### src/lenient_base32_decoder_core_defines.svh
// ----------------------------------------------------------------------------
// lenient base32 decoder assertion macros
// shared concurrent assertion forms, clocked on clk with reset arst_n
// ----------------------------------------------------------------------------
`ifndef LENIENT_BASE32_DECODER_CORE_DEFINES_SVH
`define LENIENT_BASE32_DECODER_CORE_DEFINES_SVH

// checked only while out of reset
`define LB32_ASSERT(lbl, prop, msg) \
	lbl: assert property (@(posedge clk) disable iff (!arst_n) prop) else $error(msg);

// checked at every edge, reset included
`define LB32_ASSERT_ALWAYS(lbl, prop, msg) \
	lbl: assert property (@(posedge clk) prop) else $error(msg);

`endif

### src/lb32_pkg.sv
`timescale 1ns / 1ps
// ----------------------------------------------------------------------------
// lb32_pkg
// transaction types, character constants and digit decode for the decoder
// ----------------------------------------------------------------------------
package lb32_pkg;

	typedef struct packed {
		logic [7:0] symbol;
		logic       end_of_text;
	} lb32_in_t;

	typedef struct packed {
		logic [7:0] data_byte;
		logic       byte_valid;
		logic       bad_symbol;
		logic       done_res;
	} lb32_out_t;

	typedef struct packed {
		logic       skip;
		logic       ok;
		logic [4:0] val;
	} lb32_dec_t;

	localparam logic [7:0] SymSpace = 8'h20;
	localparam logic [7:0] SymTab   = 8'h09;
	localparam logic [7:0] SymCr    = 8'h0D;
	localparam logic [7:0] SymLf    = 8'h0A;
	localparam logic [7:0] SymDash  = 8'h2D;
	localparam logic [7:0] SymPad   = 8'h3D;
	localparam logic [7:0] SymZero  = 8'h30;
	localparam logic [7:0] SymOne   = 8'h31;
	localparam logic [7:0] SymEight = 8'h38;
	localparam logic [7:0] SymUpO   = 8'h4F;
	localparam logic [7:0] SymUpL   = 8'h4C;
	localparam logic [7:0] SymUpB   = 8'h42;
	localparam logic [4:0] DigitMask = 5'h1F;
	localparam logic [7:0] DigitBias = 8'd24;

	function automatic lb32_dec_t lb32_decode(input logic [7:0] sym);
		lb32_dec_t  r;
		logic [7:0] c;
		logic [7:0] t;
		r = '0;
		c = sym;
		r.skip = (sym inside {SymSpace, SymTab, SymCr, SymLf, SymDash, SymPad});
		if (sym == SymZero) begin
			c = SymUpO;
		end else if (sym == SymOne) begin
			c = SymUpL;
		end else if (sym == SymEight) begin
			c = SymUpB;
		end
		if (c inside {[8'h41:8'h5A], [8'h61:8'h7A]}) begin
			r.ok  = 1'b1;
			r.val = (c[4:0] & DigitMask) - 5'd1;
		end else if (c inside {[8'h32:8'h37]}) begin
			t     = c - DigitBias;
			r.ok  = 1'b1;
			r.val = t[4:0];
		end
		return r;
	endfunction

endpackage

### src/lenient_base32_decoder_core.sv
`timescale 1ns / 1ps
// ----------------------------------------------------------------------------
// lenient_base32_decoder_core
// streaming base32 text to byte decoder, one character per transaction
// ----------------------------------------------------------------------------
// in_data carries one ASCII character and an end-of-text mark; out_data
// carries a decoded byte, the bad-character flag and the end-of-text mark.
// both channels are valid/ready; a transaction moves when both are high.
// a character is registered at input, then decoded against the held bits
// into the result register. one character per cycle is sustained while the
// receiver takes results; each character depends on the bit buffer as the
// character before it left it, so that buffer update bounds the rate.
// characters that complete no byte and do not end the text give no result.
// when the receiver stalls, the result register holds, the input register
// fills and in_ready drops until out_ready returns.
// arst_n clears the valid flags, the bit buffer, the bit count and the
// error flag; in_ready is high from release on.
// end of text clears buffer, bit count and error flag with its result.
// ----------------------------------------------------------------------------
`include "lenient_base32_decoder_core_defines.svh"

module lenient_base32_decoder_core (
	input  logic                clk,
	input  logic                arst_n,
	input  logic                in_valid,
	output logic                in_ready,
	input  lb32_pkg::lb32_in_t  in_data,
	output logic                out_valid,
	input  logic                out_ready,
	output lb32_pkg::lb32_out_t out_data
);
	import lb32_pkg::*;

	logic       valid_s1;
	lb32_in_t   item_s1;
	logic       out_valid_q;
	lb32_out_t  out_q;
	logic [11:0] buf_q;
	logic [2:0]  held_q;
	logic        err_q;

	logic        out_free;
	logic        advance;
	lb32_dec_t   dec;
	logic        take_digit;
	logic [11:0] buf_new;
	logic [3:0]  held_sum;
	logic        have_byte;
	logic [7:0]  byte_val;
	logic        err_new;
	logic        has_result;

	assign out_free = !out_valid_q || out_ready;
	assign advance  = valid_s1 && out_free;
	assign in_ready = !valid_s1 || out_free;

	always_comb begin
		dec        = lb32_decode(item_s1.symbol);
		take_digit = !err_q && !dec.skip && dec.ok;
		err_new    = err_q || (!dec.skip && !dec.ok);
		buf_new    = {buf_q[6:0], dec.val};
		held_sum   = {1'b0, held_q} + 4'd5;
		have_byte  = take_digit && held_sum[3];
		byte_val   = 8'(buf_new >> held_sum[2:0]);
		has_result = have_byte || item_s1.end_of_text;
	end

	always_ff @(posedge clk or negedge arst_n) begin
		if (!arst_n) begin
			valid_s1 <= 1'b0;
		end else if (in_ready) begin
			valid_s1 <= in_valid;
		end
	end

	always_ff @(posedge clk) begin
		if (in_ready && in_valid) begin
			item_s1 <= in_data;
		end
	end

	always_ff @(posedge clk or negedge arst_n) begin
		if (!arst_n) begin
			buf_q  <= '0;
			held_q <= '0;
			err_q  <= 1'b0;
		end else if (advance) begin
			if (item_s1.end_of_text) begin
				buf_q  <= '0;
				held_q <= '0;
				err_q  <= 1'b0;
			end else begin
				err_q <= err_new;
				if (take_digit) begin
					buf_q  <= buf_new;
					held_q <= held_sum[2:0];
				end
			end
		end
	end

	always_ff @(posedge clk or negedge arst_n) begin
		if (!arst_n) begin
			out_valid_q <= 1'b0;
		end else if (advance && has_result) begin
			out_valid_q <= 1'b1;
		end else if (out_ready) begin
			out_valid_q <= 1'b0;
		end
	end

	always_ff @(posedge clk) begin
		if (advance && has_result) begin
			out_q.data_byte  <= have_byte ? byte_val : 8'd0;
			out_q.byte_valid <= have_byte;
			out_q.bad_symbol <= err_new;
			out_q.done_res   <= item_s1.end_of_text;
		end
	end

	assign out_valid = out_valid_q;
	assign out_data  = out_q;

	// a result is either a byte or the close of a text
	`LB32_ASSERT(a_result_cause, out_valid |-> (out_data.byte_valid || out_data.done_res),
		"result with neither byte nor end")
	// no byte after a bad character
	`LB32_ASSERT(a_byte_clean, (out_valid && out_data.byte_valid) |-> !out_data.bad_symbol,
		"byte emitted in a bad text")
	// empty results carry a zero byte
	`LB32_ASSERT(a_zero_byte,
		(out_valid && !out_data.byte_valid) |-> (out_data.data_byte == 8'd0),
		"nonzero byte without byte_valid")
	// end of text leaves clean state
	`LB32_ASSERT(a_end_clears,
		(advance && item_s1.end_of_text) |=> (held_q == 3'd0 && !err_q),
		"state not cleared at end of text")
	// reset empties both registers
	`LB32_ASSERT_ALWAYS(a_reset_empty, !arst_n |-> (!out_valid && !valid_s1),
		"valid flag set during reset")

endmodule

### config.mk
export PLATFORM = sky130hd
export DESIGN_NAME = lenient_base32_decoder_core
export DESIGN_NICKNAME = d
export VERILOG_FILES = /design/src/lb32_pkg.sv /design/src/lenient_base32_decoder_core.sv
export VERILOG_INCLUDE_DIRS = /design/src /design/src/src
export SDC_FILE = /design/constraint.sdc
export NUM_CORES = 1
export LEC_CHECK = 0
export BUFFER_PORTS_ARGS = -buffer_cell sky130_fd_sc_hd__buf_2
export CAP_MARGIN = 20
export CORE_MARGIN = 2
export CORE_UTILIZATION = 40
export CTS_BUF_LIST = sky130_fd_sc_hd__clkbuf_2
export DETAILED_ROUTE_END_ITERATION = 7
export PLACE_DENSITY = 0.63
export SYNTH_ARGS = -nofsm -noshare
export SYNTH_HDL_FRONTEND = slang
export SYNTH_SLANG_ARGS = --single-unit
export TNS_END_PERCENT = 100
### constraint.sdc
create_clock -name clk -period 4 [get_ports clk]
set_clock_uncertainty 0.15 [all_clocks]
set_input_delay 1 -clock clk [delete_from_list [all_inputs] [get_ports clk]]
set_output_delay 1 -clock clk [all_outputs]
set_load 0.02 [all_outputs]
After elaboration in Yosys (flattened, before gate mapping) --
Cells that the tools add are included.
Word-level totals: bits of input ports 13, flip-flop bits (word level) 33, word-level logic and storage cells 66, output and inout port bits 13
Cells by class: multiplexer cells 12, add/sub/neg operators 3, shifts and indexed selects 1, $lt $le $gt $ge 6, reductions and logical operators 24, equality and inequality tests 9
Operators by type and width (number):
- == test 8 x 6 -> 1 bit (second input constant) | 6
- == test 8 x 4 -> 1 bit (second input constant) | 3
- 2-to-1 mux 8 bit | 3
- >= comparator 8 x 7 -> 1 bit (second input constant) | 2
- <= comparator 8 x 7 -> 1 bit (second input constant) | 2
- 2-to-1 mux 7 bit | 2
- 2-to-1 mux 6 bit | 2
- >> shifter 12 x 3 -> 8 bit | 1
- logical AND 1 bit | 10
- >= comparator 8 x 6 -> 1 bit (second input constant) | 1
- <= comparator 8 x 6 -> 1 bit (second input constant) | 1
- 2-to-1 mux 3 bit | 2
- nonzero test 2 bit | 3
- nonzero test 6 bit | 1
- zero test 1 bit | 5
- subtractor 5 x 1 -> 5 bit (second input constant) | 1
- subtractor 5 bit (second input constant) | 1
- adder 3 x 3 -> 4 bit (second input constant) | 1
- logical OR 1 bit | 4
- 2-to-1 mux 1 bit | 3
- AND reduction 2 bit | 1

Depth between registers and ports, before layout --
word-level depth 13, depth in mapped cells 15, depth with buffers taken out 13

Worst setup path before layout --
OpenSTA, ideal clock, no wires.
path kind register to register, from reg item_s1[2] in the netlist's numbering, to reg out_q, in the netlist out_data[0] (enable), period minus slack after synthesis 3409 ps, path buffers 1, data required time 3472 ps, arrival 2881 ps, path slack 591 ps, setup time 378 ps, stages on the path, launching flop included 15, path through edfxtp_1 > buf_4 > nor3_1 > nand3_1 > and2_1 > inv_1 > ha_1 > nor2_1 > a211o_1 > o21a_4 > a21oi_4 > nand2b_4 > clkinv_2 > nor2_1 > nor2_1
On the way: cells in the longest elaborated chain, start to end 12, elaborated cells on any way between the ends 31, those cells by class 6 x order compare; 9 x eq/ne; 5 x mux; 11 x reduce/logical
RTL lines:
- from (decl) | RTL line lenient_base32_decoder_core.sv:35 | lb32_in_t item_s1;
- from (signal assigned) | RTL line lenient_base32_decoder_core.sv:78 | item_s1 <= in_data;
- == test 8 x 6 -> 1 bit | RTL line lb32_pkg.sv:52 | end else if (sym == SymEight) begin
- 2-to-1 mux 8 bit | RTL line lb32_pkg.sv:52
- 2-to-1 mux 8 bit | RTL line lb32_pkg.sv:50 | end else if (sym == SymOne) begin
- 2-to-1 mux 8 bit | RTL line lb32_pkg.sv:48 | if (sym == SymZero) begin
- >= comparator 8 x 6 -> 1 bit (tied with other cells) | RTL line lb32_pkg.sv:58 | end else if (c inside {[8'h32:8'h37]}) begin
- logical AND 1 bit, on equally long branches | RTL line lb32_pkg.sv:58, lb32_pkg.sv:55
- 2-to-1 mux 6 bit or nonzero test 2 bit (tied branches) | RTL line lb32_pkg.sv:58, lb32_pkg.sv:55
- 2-to-1 mux 6 bit | RTL line lb32_pkg.sv:55 | if (c inside {[8'h41:8'h5A], [8'h61:8'h7A]}) begin
- logical AND 1 bit (*) | RTL line lenient_base32_decoder_core.sv:59 | take_digit = !err_q && !dec.skip && dec.ok;
- logical AND 1 bit (*) | RTL line lenient_base32_decoder_core.sv:63 | have_byte = take_digit && held_sum[3];
- net have_byte | RTL line lenient_base32_decoder_core.sv:48 | logic have_byte;
- logical OR 1 bit (*) | RTL line lenient_base32_decoder_core.sv:65 | has_result = have_byte || item_s1.end_of_text;
- logical AND 1 bit (*) | RTL line lenient_base32_decoder_core.sv:113 | if (advance && has_result) begin
- to (decl) | RTL line lenient_base32_decoder_core.sv:37 | lb32_out_t out_q;
Mark *: on every way through the listed nets, which the timed path passes. The rest lies on a longest branch. A chain may end at the register's enable or synchronous reset.

Worst setup path after layout --
from reg item_s1[8] in the netlist's numbering, to reg out_q, in the netlist out_data[7] (enable)
Same word-level chain as after synthesis.

==> results.yml <==
routing:
  ant_nets: 0
  remaining_drc_errors: 0
  drt-vias-per-instance: 5.85
  dr.first_iter.drc_count: 156
  dr.pass1.iters: 4
  vias: 1830
  wirelength_um: 4980
  wire_per_inst_um: 15.9
power_and_ir_drop:
  p_leak_nw: 0.978
  power_density_nw_per_um2: 353
  power_frac_comb: 0.322
  p_int_mw: 0.544
  seq_power_share: 0.489
  power_frac_clock: 0.189
  power.share.switching: 0.379
  power_switching_mw: 0.332
  vdd_drop_max_mv: 0.230
placed_design:
  routabilityCongestion: 0.857
  hpwl_um: 3600
  post-place-ws_ps: 421
  portBuffers: 25
global_routing:
  antenna_found_initial: 0
  grt_pass1_wl_um: 8380
  grt_util_all_layers: 0.175
  grt_max_degree: 23
  grt-ovfl-total: 0
  grt_pass1_vias: 1593
cells_and_area:
  final_cell_mix: "25 x buf_2, 21 x nor2_1, 20 x edfxtp_1, 14 x nand2_1, 13 x dfrtp_1"
  final_common_cell: "buf_2"
  area_growth_pct: 8.78
  diodes: 0
  layout.nets: 257
  drive_gt1_frac: 0.282
logic_synthesis:
  synth_fp_nets: 232
  synth.top_cells.by_area: "edfxtp_1 26%, dfrtp_1 14%, nor2_1 3.5%, buf_6 3.0%, mux2i_1 2.6%"
  synth_top_area_share: 0.263
  synth_seq_cells: 33
  postSynthCellCount: 215
  yosysWarnings: 0
  synth_edf_count: 20
  synth_area_um2: 2280
  yosysSeqAreaShare: 0.406
  async_flop_share: 0.394
  synth_top_area_cell: "edfxtp_1"
  synth_cell_types: 73
  synth_flop_cell: "edfxtp_1"
  synth.avg_cell_area_um2: 10.6
cts:
  cts_tree: "built"
  root_buffer: "clkbuf_2"
  cts.sinks: 33
  cts_max_path_buffers: 2
  clock_latency_ps: 400
  cts_setup_buffers: 0
  hold_buffers: 0
  h-tree-depth: 2
  clkTransAtPathRegs_ps: 210
  postCtsResizedCells: 0
  numCtsBuffers: 5
timing:
  slew_viol_final: 0
  rsz0062_at_grt: "false"
  hold-worst-slack_ps: 282
  finalCritPeriodShare: 0.911
  final-hold-violation-count: 0
  setup_slack_ps: 357
  max_freq_mhz: 275
  tns_ps: 0
  slew_headroom: 0.548
  setup_viol: 0
  post-route-min-period_ps: 3640
  worstMarginPinSlew_ps: 679
hold_path:
  min_path_type: "input pin to async pin"
outcome:
  status: "completed"
worst_setup_path:
  r2r-end: "out_data[7]"
  critPathLaunchType: "flip-flop"
  cp-end-kind: "flip-flop"
  reg2reg_depth: 14
  arrival_ps: 3600
  crit_type: "flip-flop to flip-flop"
  r2r_setup_slack_ps: 360
  crit_fanout: 11
  crit_required_ps: 3960
  r2r_start: "item_s1[8]"
  endpoint: "out_data[7]"
  critPathLaunch: "item_s1[8]"
flow_run:
  drv_cap: 0
die:
  num_io_pins: 26
  num_rows: 27
  die_w_um: 79.5
  start_util: 0.414
  die-area_um2: 6320
  chipHeight_um: 79.5
  core_um2: 5510
## state kept, by name, indices dropped and copies added, names as in the netlist
signal,cells
held_q,3
valid_s1,1
out_data,11
err_q,1
out_valid,1
item_s1,9
buf_q,7
## area by class of cell
cell class | count | area, um^2
well taps | 72 | 90.1
repair buffers | 32 | 178
clock inverters | 3 | 17.5
inverters | 8 | 31.3
clock buffers | 5 | 25.0
fillers | 533 | 3030
multi-input cells | 160 | 1210
flip-flops and latches | 33 | 926
## synth_stat cells, types with 2 or more instances
| cell type | number |
|---|---|
| xnor2_1 | 2 |
| mux2i_1 | 6 |
| mux2_2 | 3 |
| a211oi_1 | 2 |
| or2_2 | 2 |
| dfrtp_1 | 13 |
| nand3_1 | 6 |
| nor4b_1 | 2 |
| a21oi_1 | 10 |
| o211a_1 | 2 |
| nand2_1 | 14 |
| nor3_1 | 3 |
| and3_1 | 2 |
| and2_1 | 4 |
| inv_1 | 6 |
| edfxtp_1 | 20 |
| buf_6 | 6 |
| a22o_1 | 4 |
| a31oi_1 | 3 |
| a211oi_2 | 2 |
| nor2b_1 | 2 |
| buf_4 | 3 |
| nor2_1 | 21 |
| o21ai_0 | 5 |
| nand2b_1 | 3 |
| a21oi_4 | 2 |
| o31ai_1 | 3 |
| ha_1 | 4 |
| o2111ai_1 | 4 |
| a22o_2 | 4 |
| o211ai_1 | 5 |
| clkbuf_1 | 4 |
| nor4_1 | 2 |
| a311oi_1 | 2 |
## metal layers
| layer | vias up | track usage | routed length, um |
|---|---|---|---|
| li1 | 875 | - | - |
| met1 | 897 | 0.265 | 2280 |
| met2 | 53 | 0.246 | 2320 |
| met3 | 5 | 0.0430 | 301 |
| met4 | 0 | 0.0517 | 70 |
| met5 | - | 0 | 0 |
## power groups by stage
stage / combinational [mW] / sequential (mW) / clock, mW
floorplan: 0.219 / 0.431 / 0
global placement: 0.280 / 0.435 / 0
detailed placement: 0.279 / 0.436 / 0
CTS: 0.281 / 0.428 / 0.173
global route: 0.316 / 0.433 / 0.184
finish: 0.282 / 0.428 / 0.166
## worst max-delay path, cell delays in order, from the launching register on
cell and delay, ps:
edfxtp_1 530, and4bb_1 590, nand3_1 170, and2_1 230, inv_1 60, ha_1 140, nor2_1 70, a211o_1 310
o21a_4 270, a21oi_4 250, nand2b_4 120, clkinv_2 140, nor2_1 50, nor2_1 90, buf_4 190
## worst min-delay path by stage
stage / from / end / slack [ps]
3_3_place_gp: out_valid / out_valid / 370
3_5_place_dp: out_valid / out_valid / 360
6_report: arst_n / held_q[2] / 280
2_1_floorplan: buf_q[1] / buf_q[1] / 340
5_1_grt: arst_n / held_q[2] / 280
4_1_cts: arst_n / held_q[2] / 260
## per-stage QoR
stage,cell area [um^2],power (mW),std cells,utilization
after floorplan,2280,0.649,215,-
after global placement,2440,0.715,305,0.443
after detailed placement,2440,0.715,305,0.443
after CTS,2480,0.882,313,0.450
after global routing,2480,0.933,313,0.450
final,2480,0.876,313,0.450
## logic make-up (layout without fill, tap and decap cells)
family / Yosys count / in the layout / synth area share
and+or+nand+nor: 74 / 74 / 0.182
buffers and inverters: 22 / 48 / 0.0620
muxes: 9 / 9 / 0.0412
DFF: 33 / 33 / 0.406
adders and majority gates: 4 / 4 / 0.0220
xor gates and xnor gates: 3 / 3 / 0.0115
AOI/OAI and AO/OA: 70 / 70 / 0.275
(Power assumes the default switching activity.)
